<file path="src/hdl/sabe_pkg.sv">
// Package for the scaled alpha blit engine: command and status codes, the
// control and status bundles between controller and datapath, and pixel helpers.
// No dependencies.
package sabe_pkg;

  localparam logic [1:0] CmdLoad  = 2'd0;
  localparam logic [1:0] CmdWrite = 2'd1;
  localparam logic [1:0] CmdRead  = 2'd2;
  localparam logic [1:0] CmdBlit  = 2'd3;

  localparam logic [1:0] StsDone   = 2'd0;
  localparam logic [1:0] StsMemOob = 2'd1;
  localparam logic [1:0] StsWinOut = 2'd2;
  localparam logic [1:0] StsSrcOut = 2'd3;

  localparam logic [2:0] RegSrcOrigin  = 3'd0;
  localparam logic [2:0] RegSrcExtent  = 3'd1;
  localparam logic [2:0] RegDstOrigin  = 3'd2;
  localparam logic [2:0] RegDstExtent  = 3'd3;
  localparam logic [2:0] RegTint       = 3'd4;
  localparam logic [2:0] RegSurfAlpha  = 3'd5;
  localparam logic [2:0] RegFlip       = 3'd6;

  localparam logic [1:0] ResZero  = 2'd0;
  localparam logic [1:0] ResPix   = 2'd1;
  localparam logic [1:0] ResRead  = 2'd2;
  localparam logic [1:0] ResBlend = 2'd3;

  // Commands from the controller to the datapath.
  typedef struct packed {
    logic       latch;
    logic       prod_en;
    logic       prod_sel_x;
    logic       div_start;
    logic       qy_en;
    logic       qx_en;
    logic       mem_rd;
    logic       tint_en;
    logic       blend_en;
    logic       src_wr;
    logic       tgt_wr;
    logic       tgt_sel_blend;
    logic       res_en;
    logic [1:0] res_status;
    logic [1:0] res_sel;
  } dp_cmd_t;

  // Status from the datapath to the controller.
  typedef struct packed {
    logic [1:0] cmd;
    logic       oob_src;
    logic       oob_tgt;
    logic       src_zero;
    logic       win_out;
    logic       map_out;
    logic       div_busy;
  } dp_sts_t;

  // Exact floor(t / 255) for any t below 65280, by reciprocal multiplication.
  function automatic logic [7:0] div255(input logic [15:0] t);
    logic [31:0] p;
    p = 32'(t) * 32'd32897;
    return p[30:23];
  endfunction

  // Product of two 8-bit fractions with rounding.
  function automatic logic [7:0] mul8(input logic [7:0] a, input logic [7:0] b);
    logic [15:0] p;
    p = 16'(a) * 16'(b) + 16'd127;
    return div255(p);
  endfunction

endpackage

</file>
<file path="src/hdl/sabe_ctrl.sv">
// Controller state machine of the blit engine, sequencing the datapath.
// Depends on sabe_pkg.
module sabe_ctrl (
  input  logic              clk_i,
  input  logic              rst_ni,
  input  logic              start_i,
  output logic              busy_o,
  input  sabe_pkg::dp_sts_t sts_i,
  output sabe_pkg::dp_cmd_t ctl_o
);
  import sabe_pkg::*;

  localparam logic [3:0] StIdle  = 4'd0;
  localparam logic [3:0] StCheck = 4'd1;
  localparam logic [3:0] StRdW   = 4'd2;
  localparam logic [3:0] StDivY  = 4'd3;
  localparam logic [3:0] StWaitY = 4'd4;
  localparam logic [3:0] StDivX  = 4'd5;
  localparam logic [3:0] StWaitX = 4'd6;
  localparam logic [3:0] StMap   = 4'd7;
  localparam logic [3:0] StTint  = 4'd8;
  localparam logic [3:0] StBlend = 4'd9;
  localparam logic [3:0] StWrite = 4'd10;

  logic [3:0] state_q, state_d;

  // Next state and datapath commands.
  always_comb begin
    state_d = state_q;
    ctl_o   = '0;
    case (state_q)
      StIdle: begin
        if (start_i) begin
          ctl_o.latch = 1'b1;
          state_d     = StCheck;
        end
      end
      StCheck: begin
        state_d = StIdle;
        ctl_o.res_en = 1'b1;
        case (sts_i.cmd)
          CmdLoad: begin
            if (sts_i.oob_src) begin
              ctl_o.res_status = StsMemOob;
            end else begin
              ctl_o.src_wr  = 1'b1;
              ctl_o.res_sel = ResPix;
            end
          end
          CmdWrite: begin
            if (sts_i.oob_tgt) begin
              ctl_o.res_status = StsMemOob;
            end else begin
              ctl_o.tgt_wr  = 1'b1;
              ctl_o.res_sel = ResPix;
            end
          end
          CmdRead: begin
            if (sts_i.oob_tgt) begin
              ctl_o.res_status = StsMemOob;
            end else begin
              ctl_o.res_en = 1'b0;
              ctl_o.mem_rd = 1'b1;
              state_d      = StRdW;
            end
          end
          default: begin
            if (sts_i.oob_tgt) begin
              ctl_o.res_status = StsMemOob;
            end else if (sts_i.src_zero) begin
              ctl_o.res_status = StsSrcOut;
            end else if (sts_i.win_out) begin
              ctl_o.res_status = StsWinOut;
            end else begin
              ctl_o.res_en  = 1'b0;
              ctl_o.prod_en = 1'b1;
              state_d       = StDivY;
            end
          end
        endcase
      end
      StRdW: begin
        ctl_o.res_en  = 1'b1;
        ctl_o.res_sel = ResRead;
        state_d       = StIdle;
      end
      StDivY: begin
        ctl_o.div_start = 1'b1;
        state_d         = StWaitY;
      end
      StWaitY: begin
        if (!sts_i.div_busy) begin
          ctl_o.qy_en      = 1'b1;
          ctl_o.prod_en    = 1'b1;
          ctl_o.prod_sel_x = 1'b1;
          state_d          = StDivX;
        end
      end
      StDivX: begin
        ctl_o.div_start = 1'b1;
        state_d         = StWaitX;
      end
      StWaitX: begin
        if (!sts_i.div_busy) begin
          ctl_o.qx_en = 1'b1;
          state_d     = StMap;
        end
      end
      StMap: begin
        if (sts_i.map_out) begin
          ctl_o.res_en     = 1'b1;
          ctl_o.res_status = StsSrcOut;
          state_d          = StIdle;
        end else begin
          ctl_o.mem_rd = 1'b1;
          state_d      = StTint;
        end
      end
      StTint: begin
        ctl_o.tint_en = 1'b1;
        state_d       = StBlend;
      end
      StBlend: begin
        ctl_o.blend_en = 1'b1;
        state_d        = StWrite;
      end
      StWrite: begin
        ctl_o.tgt_wr        = 1'b1;
        ctl_o.tgt_sel_blend = 1'b1;
        ctl_o.res_en        = 1'b1;
        ctl_o.res_sel       = ResBlend;
        state_d             = StIdle;
      end
      default: state_d = StIdle;
    endcase
  end

  always_ff @(posedge clk_i or negedge rst_ni) begin
    if (!rst_ni) begin
      state_q <= StIdle;
    end else begin
      state_q <= state_d;
    end
  end

  assign busy_o = (state_q != StIdle);

`ifndef ASSERT_OFF
  // A result always ends the command.
  a_res_ends: assert property (@(posedge clk_i) disable iff (!rst_ni)
    ctl_o.res_en |=> state_q == StIdle) else $error("result without return to idle");
  // An accepted command is checked on the next cycle.
  a_accept: assert property (@(posedge clk_i) disable iff (!rst_ni)
    start_i && !busy_o |=> state_q == StCheck) else $error("accept not followed by check");
  // The divider takes every start.
  a_div: assert property (@(posedge clk_i) disable iff (!rst_ni)
    ctl_o.div_start |=> sts_i.div_busy) else $error("divider did not start");
  // A failed status carries no pixel.
  a_zero: assert property (@(posedge clk_i) disable iff (!rst_ni)
    ctl_o.res_en && ctl_o.res_status != StsDone |-> ctl_o.res_sel == ResZero)
    else $error("pixel on failed status");
`endif

endmodule

</file>
<file path="config.mk">
export PLATFORM = sky130hd
export DESIGN_NAME = sabe_ctrl
export DESIGN_NICKNAME = d
export VERILOG_FILES = /design/src/hdl/sabe_pkg.sv /design/src/hdl/sabe_ctrl.sv
export SDC_FILE = /design/constraint.sdc
export NUM_CORES = 1
export LEC_CHECK = 0
export ABC_AREA = 0
export BUFFER_PORTS_ARGS = -buffer_cell sky130_fd_sc_hd__buf_4
export CORE_MARGIN = 5
export CORE_UTILIZATION = 35
export CTS_CLUSTER_DIAMETER = 30
export DETAILED_ROUTE_END_ITERATION = 10
export GPL_TIMING_DRIVEN = 0
export PLACE_DENSITY = 0.71
export SLEW_MARGIN = 20
export SYNTH_ARGS = -nofsm -noshare
export SYNTH_HDL_FRONTEND = slang
export SYNTH_SLANG_ARGS = --single-unit
</file>
<file path="constraint.sdc">
create_clock -name clk_i -period 3.1 [get_ports clk_i]
set_input_delay 0.465 -clock clk_i [delete_from_list [all_inputs] [get_ports clk_i]]
set_output_delay 0.465 -clock clk_i [all_outputs]
set_load 0.005 [all_outputs]
</file>
==> results of run 1 <==
==> metal layers <==
metal / up-vias / track usage
li1: 339 / -
met5: - / 0
met2: 25 / 0.2004
met1: 322 / 0.1624
met3: 0 / 0.03989
met4: 0 / 0.01702
==> layout make-up <==
class | instances | area [um2] | area share
Timing Repair Buffer | 29 | 220.2 | 0.2408
Clock buffer | 3 | 22.52 | 0.02462
Inverter | 5 | 18.77 | 0.02052
Buffer | 5 | 42.54 | 0.04651
Sequential cell | 4 | 100.1 | 0.1094
Multi-Input combinational cell | 61 | 479.2 | 0.5239
Tap cell | 25 | 31.28 | 0.03420
==> kinds of logic (layout without fill, tap and decap cells) <==
logic type	count (synthesis)	after routing	share of synthesized area
fa+ha+maj	5	5	0.09766
mux	1	1	0.01563
flops	4	4	0.1563
buf+inv	10	42	0.09569
xor+xnor	3	3	0.04102
simple gates	35	35	0.3750
compound gates	17	17	0.2188
==> report_power, final <==
part | internal (mW) | total [mW] | switching, mW | leakage, nW
clock | 0.0432 | 0.0626 | 0.0194 | 0.0138
sequential | 0.0731 | 0.113 | 0.0403 | 0.0522
combinational | 0.234 | 0.461 | 0.227 | 0.372
==> path summary, 6_finish.rpt <==
kind | start | to | slack [ps]
worst max-delay path | sts_i[6] | ctl_o[4] | 950
worst min-delay path | sts_i[1] | state_q[3] | 470
worst max register to register | state_q[1] | state_q[0] | 1880
worst min register to register | state_q[3] | state_q[2] | 570
max in group asynchronous | rst_ni | state_q[2] | 2400
min in group asynchronous | rst_ni | state_q[0] | 600
==> cell usage after synthesis, drive strengths merged <==
master / count / area, um2
nand4: 2 / 12.51
o32ai: 2 / 25.03
mux2i: 1 / 10.01
ha: 5 / 62.56
and3: 1 / 6.260
nor3: 2 / 10.01
nand2: 4 / 17.52
nand2b: 4 / 25.02
nor2b: 3 / 28.78
xnor2: 1 / 8.760
inv: 5 / 18.77
a221oi: 1 / 8.760
nand3b: 1 / 7.510
a41o: 2 / 20.02
a2bb2oi: 1 / 8.760
o21ai: 3 / 15.01
nor4bb: 1 / 25.02
a22oi: 1 / 12.51
nand3: 2 / 10.01
a31oi: 1 / 6.260
nor4: 1 / 12.51
o31ai: 1 / 7.510
nor3b: 3 / 22.52
a21oi: 1 / 5.000
or2: 1 / 6.260
nor4b: 1 / 15.01
xor2: 2 / 17.52
nor2: 9 / 41.29
o21bai: 3 / 22.52
a2111oi: 1 / 8.760
buf: 5 / 42.53
dfrtp: 4 / 100.1
==> stage by stage <==
stage,power [mW],instance area (um2),std cells
2_1_floorplan,0.4150,640.6,75
3_3_place_gp,0.5640,882.1,128
3_5_place_dp,0.5719,882.1,128
4_1_cts,0.6407,904.6,131
5_1_grt,0.6948,914.6,132
6_report,0.6369,914.6,132
==> critical path, stage by stage <==
cell	delay, ps
buf_4	100
inv_1	50
ha_1	230
a2111oi_0	510
o32ai_2	180
buf_4	160
==> timing repair <==
action                    4_1_cts  5_1_grt
hold endpoints to repair        0        2
resized for setup               0        0
hold buffers                    0        1
==> flow_metrics.py, run 1 <==
metrics = {
    "sta": {
        "period_needed_ps": 2153,
        "tightest_slew_ps": 476.0,
        "hold_viol": 0,
        "finalCritPeriodShare": 0.6946,
        "skew_ps": 3.347,
        "slew_headroom": 0.6745,
        "final.setup.tns_ps": 0,
        "setup_slack_ps": 946.6,
        "max_freq_mhz": 464.4,
        "rsz0062_at_grt": "no",
        "whs_ps": 474.8,
        "finalMaxSlewViolations": 0,
        "setup_violations": 0,
    },
    "power": {
        "cellLeakagePower_nw": 0.4381,
        "cellPowerDensity_nw_per_um2": 696.3,
        "ir_worst_vdd_v": 0.0004434,
    },
    "die": {
        "start_util": 0.3710,
        "die_area_um2": 2786,
        "rows": 15,
        "fp.dieH_um": 52.78,
        "io_pins": 29,
        "die-width_um": 52.78,
        "core-area_um2": 1727,
    },
    "finish": {
        "fill_cells": 170,
        "final_cell_mix": "buf_4 (30), nor2_1 (8), inv_1 (5), ha_1 (5)",
        "n_antenna_cell": 0,
        "final_nets": 125,
        "post-route-util": 0.5297,
        "layout_commonest_cell": "buf_4",
        "area_growth_pct": 42.77,
        "largest_reg_flops": 4,
        "top_regs": "state_q: 4 flops",
        "drive_gt1_frac": 0.4299,
        "regMostFlops": "state_q",
    },
    "grt": {
        "grt_pass1_wl_mm": 2.635,
        "antenna_found_initial": 0,
        "grt_max_degree": 11,
        "grt_pass1_vias": 610,
        "track_usage": 0.1239,
        "grt-ovfl-total": 0,
    },
    "cts": {
        "clock_latency_ps": 230,
        "clock_tree.buffer_depth": 2,
        "cts_setup_buffers": 0,
        "cts_sinks": 4,
        "cts_tree": "yes",
        "htreeDepth": 1,
        "cts.clk_slew.worst_paths_ps": 30,
        "cts_root_buffer": "clkbuf_4",
        "cts_buffers": 3,
    },
    "critical_path": {
        "crit_type": "primary input to output pin",
        "crit_arrival_ps": 1690,
        "critPathRequiredTime_ps": 2630,
        "r2r_cells": 4,
        "start_kind": "primary input",
        "cp_max_fo": 4,
        "worstSetupEndpointType": "output pin",
    },
    "place": {
        "gp_congestion": 0.7645,
        "place_hpwl_mm": 1.329,
        "numPortBuffers": 28,
        "pre_cts_slack_ps": 952.6,
    },
    "status": {
        "run_status": "finished clean",
    },
    "yosys": {
        "syn_nets": 91,
        "yosysSeqAreaShare": 0.1563,
        "synth_cell_types": 40,
        "syn_inst": 75,
        "synth-seq-cells": 4,
        "netlist_area_um2": 640.6,
        "avgSynthCellArea_um2": 8.542,
        "yosysWarningCount": 0,
    },
    "route": {
        "via_count": 686,
        "vias_per_cell": 5.197,
        "drt-met1-wl_um": 758,
        "postRouteAntennaNets": 0,
        "topRoutingLayerUsed": "met3",
        "post-route-drc-count": 0,
        "drt-total-wl_mm": 1.679,
        "wl_met3_um": 129,
        "wl_per_cell_um": 12.72,
        "first_pass_iters": 4,
        "dr.first_iter.drc_count": 12,
        "dr_wl_met2_um": 792,
    },
    "run": {
        "maxCapViolCount": 0,
    },
    "worst_hold_path": {
        "holdPathStages": 2,
        "hp-class": "primary input to flop",
    },
}
Power figures use the tool's default switching activity.
==> run 2: changes to the inputs <==
Settings changed: PLACE_DENSITY 0.71 to 0.73.
Clock period 3.1 ns to 1.75 ns, I/O delays scaled along.
==> run 2 against run 1 <==
Effect of this change:
- critical path type is now flop to output pin
- combinational power is 96% higher
- sequential share of layout area is 0.44 points lower
- first-iteration DRC count shrank 25%
- setup slack lost 920 ps
- final cell count grew 4.5%
- clock-buffer cell count unchanged
==> flow_metrics.py, run 2 (synthesis results as in run 1) <==
metrics = {
    "status": {
        "run_status": "finished clean",
    },
    "grt": {
        "use_met1": 0.1712,
        "grt_pass1_wl_mm": 2.794,
        "grt_use_met2": 0.2149,
        "grt-busiest-layer": "met2",
        "grt_max_degree": 11,
        "grt_pass1_vias": 672,
        "antenna_found_initial": 0,
        "grt-ovfl-total": 0,
        "track_usage": 0.1287,
        "met3_usage": 0.005698,
    },
    "finish": {
        "drive_gt1_frac": 0.5133,
        "final_nets": 131,
        "largest_reg_flops": 4,
        "top_regs": "state_q: 4 flops",
        "regMostFlops": "state_q",
        "final_cell_mix": "buf_4 (36), nor2_1 (7), inv_1 (5), ha_1 (5)",
        "layout_commonest_cell": "buf_4",
        "final_area_um2": 988.4,
        "n_antenna_cell": 0,
        "area_growth_pct": 54.30,
    },
    "sta": {
        "tightest_slew_ps": 358.1,
        "period_needed_ps": 1725,
        "max_freq_mhz": 579.7,
        "hold_viol": 0,
        "finalMaxSlewViolations": 0,
        "setup_violations": 0,
        "finalCritPeriodShare": 0.9857,
        "setup_slack_ps": 24.96,
        "rsz0062_at_grt": "yes",
        "slew_headroom": 0.7606,
        "skew_ps": 6.159,
    },
    "route": {
        "first_pass_iters": 4,
        "drt-total-wl_mm": 1.729,
        "wl_per_cell_um": 12.53,
        "postRouteAntennaNets": 0,
        "vias_per_cell": 5.181,
        "dr.first_iter.drc_count": 9,
        "via_count": 715,
        "post-route-drc-count": 0,
    },
    "power": {
        "power.share.clock": 0.096,
        "switching_share": 0.4380,
        "power.internal_uw": 697.3,
        "cellPowerDensity_nw_per_um2": 1255,
        "p_comb_frac": 0.727,
        "ir_worst_vdd_v": 0.0005507,
        "p_sw_uw": 543.5,
        "cellLeakagePower_nw": 0.4689,
        "seq_power_share": 0.177,
    },
    "worst_hold_path": {
        "hp-class": "primary input to flop",
    },
    "critical_path": {
        "worstSetupEndpointType": "output pin",
        "cp_max_fo": 7,
        "crit_type": "flop to output pin",
        "critPathRequiredTime_ps": 1490,
        "start_kind": "flop",
        "crit_arrival_ps": 1460,
    },
    "die": {
        "rows": 15,
        "core-area_um2": 1727,
        "io_pins": 29,
        "die_area_um2": 2786,
        "fp.dieH_um": 52.78,
        "die-width_um": 52.78,
        "start_util": 0.3710,
    },
    "place": {
        "place_hpwl_mm": 1.368,
        "placed_area_um2": 882.1,
        "pre_cts_slack_ps": -4.353,
        "gp_congestion": 0.9125,
        "numPortBuffers": 28,
    },
    "cts": {
        "cts_root_buffer": "clkbuf_4",
        "htreeDepth": 1,
        "cts.clk_slew.worst_paths_ps": 30,
        "clock_tree.buffer_depth": 2,
        "cts_tree": "yes",
        "cts_buffers": 3,
        "clock_latency_ps": 240,
        "cts_sinks": 4,
    },
    "run": {
        "maxCapViolCount": 0,
    },
}
-- run 2: worst paths after layout --
path	from	to	slack, ps	cells past startpoint
worst min register to register	state_q[3]	state_q[2]	540	2
worst max register to register	state_q[2]	state_q[0]	610	4
min in group asynchronous	rst_ni	state_q[1]	350	2
worst min-delay path	sts_i[1]	state_q[3]	260	2
worst max-delay path	state_q[3]	ctl_o[0]	20	5
max in group asynchronous	rst_ni	state_q[2]	1290	2
-- run 2: final cells by class --
cell class              instances  area (um2)
fillers                       169       738.2
multi-input cells              61       504.2
repair buffers                 35       265.3
flip-flops and latches          4       103.9
plain buffers                   5       42.54
well taps                      25       31.28
clock buffers                   3       22.52
inverters                       5       18.77
-- run 2: per-layer routing --
metal | wire [um] | vias to the layer above
li1 | - | 351
met1 | 740 | 334
met2 | 834 | 28
met3 | 128 | 2
met4 | 25 | 0
met5 | 0 | -
-- run 2: what timing repair did --
item / 4_1_cts / 5_1_grt
hold endpoints to repair: 4 / 0
resized for setup: 3 / 6
setup buffers: 0 / 6
pin swaps: 0 / 2
setup endpoints to repair: 2 / 7
hold buffers: 1 / 0
-- run 2: power by group through the flow --
stage / Combinational [mW] / Clock, mW / Sequential (mW)
2_1_floorplan: 0.546 / 0 / 0.189
3_3_place_gp: 0.797 / 0 / 0.198
3_5_place_dp: 0.814 / 0 / 0.201
4_1_cts: 0.828 / 0.120 / 0.210
5_1_grt: 0.996 / 0.122 / 0.227
6_report: 0.902 / 0.119 / 0.219
-- run 2: metrics by stage --
step           total power [mW]  TNS [ps]  utilization  hold WS (ps)  std cells
4_1_cts                   1.157         0       0.5362         258.2        132
2_1_floorplan            0.7351         0            -        -33.09         75
3_3_place_gp             0.9950         0       0.5109         58.17        128
6_report                  1.241         0       0.5725         257.1        138
3_5_place_dp              1.015    -4.353       0.5109         59.87        128
5_1_grt                   1.345    -31.14       0.5725         270.8        138
-- run 2: critical path, cell delays in order, from the launching register on --
cell,delay [ps]
dfrtp_1,360
buf_6,130
nor4bb_4,160
a41o_1,230
a41o_1,210
buf_4,130
==> run 3: changes to the inputs <==
Settings changed: CORE_UTILIZATION 35 to 41, PLACE_DENSITY 0.73 to 0.82.
==> run 3 against run 2 <==
Effect of this change:
- via count down 1.4%
- final cell count fell by 6.5%
- combinational power is 5.3% higher
- sequential share of layout area barely moved
- die area fell by 12%
- clock-buffer cell count stayed put
- sequential cell count did not move
- non-clock buffer count unchanged
- register-to-register slack lost 20 ps
- critical path type unchanged
- largest power group unchanged
- highest routed layer unchanged
==> flow_metrics.py, run 3 (synthesis results as in run 1) <==
metrics = {
    "status": {
        "run_status": "finished clean",
    },
    "run": {
        "maxCapViolCount": 0,
    },
    "grt": {
        "grt-busiest-layer": "met2",
        "use_met1": 0.1578,
        "grt_max_degree": 11,
        "grt_pass1_vias": 651,
        "track_usage": 0.1395,
        "grt-ovfl-total": 0,
        "antenna_found_initial": 0,
        "grt_use_met2": 0.2436,
        "grt_pass1_wl_mm": 2.753,
        "met3_usage": 0.02108,
    },
    "critical_path": {
        "crit_arrival_ps": 1470,
        "r2r-start": "state_q[2]",
        "path_cells": "nor4bb_4, a41o_1, a41o_1, buf_6",
        "crit_start": "state_q[1]",
        "cp_max_fo": 5,
        "crit_path_top_delay_cell": "dfrtp_2",
        "start_kind": "flop",
        "critPathRequiredTime_ps": 1490,
        "crit_type": "flop to output pin",
        "cp_common_cell": "a41o_1",
        "worstSetupEndpointType": "output pin",
        "slowest_delay_ps": 470,
    },
    "power": {
        "ir_worst_vdd_v": 0.0007328,
        "seq_power_share": 0.179,
        "power.share.clock": 0.089,
        "switching_share": 0.4428,
        "p_total_mw": 1.297,
        "cellLeakagePower_nw": 0.4704,
        "p_comb_frac": 0.732,
        "power.internal_uw": 722.5,
        "cellPowerDensity_nw_per_um2": 1310,
        "p_sw_uw": 574.2,
    },
    "finish": {
        "area_growth_pct": 54.49,
        "fill_cells": 117,
        "drive_gt1_frac": 0.5221,
        "top_regs": "state_q: 4 flops",
        "final_cell_mix": "buf_4 (35), nor2_1 (7), inv_1 (5), ha_1 (5)",
        "regMostFlops": "state_q",
        "n_antenna_cell": 0,
        "layout_commonest_cell": "buf_4",
        "post-route-util": 0.6647,
        "largest_reg_flops": 4,
        "final_nets": 131,
        "final_cells": 129,
        "final_area_um2": 989.7,
    },
    "route": {
        "via_count": 705,
        "post-route-drc-count": 0,
        "postRouteAntennaNets": 0,
        "wl_per_cell_um": 14.95,
        "drt-total-wl_mm": 1.928,
        "dr.first_iter.drc_count": 5,
        "vias_per_cell": 5.465,
        "first_pass_iters": 4,
    },
    "sta": {
        "finalMaxSlewViolations": 0,
        "setup_violations": 0,
        "skew_ps": 7.222,
        "max_freq_mhz": 576.3,
        "period_needed_ps": 1735,
        "rsz0062_at_grt": "yes",
        "whs_ps": 264.7,
        "slew_headroom": 0.7626,
        "finalCritPeriodShare": 0.9915,
        "hold_viol": 0,
        "tightest_slew_ps": 355.5,
    },
    "cts": {
        "cts_root_buffer": "clkbuf_4",
        "cts_buffers": 3,
        "cts_sinks": 4,
        "clock_latency_ps": 240,
        "cts_tree": "yes",
        "htreeDepth": 1,
        "cts.clk_slew.worst_paths_ps": 40,
        "clock_tree.buffer_depth": 2,
    },
    "worst_hold_path": {
        "hp-start": "sts_i[1]",
        "hp-class": "primary input to flop",
    },
    "place": {
        "placed_area_um2": 870.8,
        "gp_congestion": 0.8107,
        "place_hpwl_mm": 1.325,
        "dp.cells": 119,
        "numPortBuffers": 28,
    },
    "die": {
        "start_util": 0.4303,
        "die-width_um": 49.53,
        "io_pins": 29,
        "rows": 14,
        "fp.dieH_um": 49.53,
        "die_area_um2": 2453,
        "core-area_um2": 1489,
    },
}
[run 3: cell counts in the layout (fill, tap and decap cells not counted)]
Identical to the previous run, type by type.
[run 3: routing by layer]
metal  up-vias  share of wire  routed length [um]
li1        350              -                   -
met1       326           0.38                 737
met3         6          0.057                 110
met2        23           0.54                1042
met4         0          0.020                  38
met5         -              0                   0
[run 3: metrics by stage]
step                setup slack (ps)  setup TNS (ps)
floorplan                      350.8               0
global placement              -18.92          -18.92
detailed placement            -36.52          -36.52
CTS                            2.260               0
global route                  -66.64          -145.8
finish                         14.89               0
[run 3: what timing repair did]
action	in CTS	in global routing
setup buffers	0	6
endpoints found under the setup margin	3	7
hold buffers	1	0
hold endpoints to repair	4	0
gates resized for setup	4	8
pin swaps	0	3
[run 3: worst max-delay path, delay by kind of cell, from the launching register on]
kind | cells | cell delay, ps
flops | 1 | 470
compound gates | 2 | 450
simple gates | 1 | 200
buf+inv | 1 | 120
[run 3: final timing paths]
check                              to  slack [ps]  cells after the start
max in group asynchronous  state_q[2]        1240                      2
max reg2reg                state_q[0]         590                      4
min in group asynchronous  state_q[0]         390                      2
min reg2reg                state_q[2]         560                      2
min                        state_q[3]         260                      2
max                          ctl_o[0]          10                      4
[run 3: layout make-up]
| cell class | instances | area [um2] | share of cell area |
|---|---|---|---|
| Multi-Input combinational cell | 61 | 513.0 | 0.5183 |
| Timing Repair Buffer | 35 | 269.0 | 0.2718 |
| Sequential cell | 4 | 103.9 | 0.1049 |
| Buffer | 5 | 42.54 | 0.04298 |
| Clock buffer | 3 | 22.52 | 0.02276 |
| Tap cell | 16 | 20.02 | 0.02023 |
| Inverter | 5 | 18.77 | 0.01896 |
[run 3: power groups by stage]
stage / registers [mW] / clock network [mW] / logic (mW)
finish: 0.232 / 0.115 / 0.950
CTS: 0.210 / 0.117 / 0.828
global placement: 0.198 / 0 / 0.792
floorplan: 0.189 / 0 / 0.546
global route: 0.241 / 0.130 / 1.03
detailed placement: 0.199 / 0 / 0.810
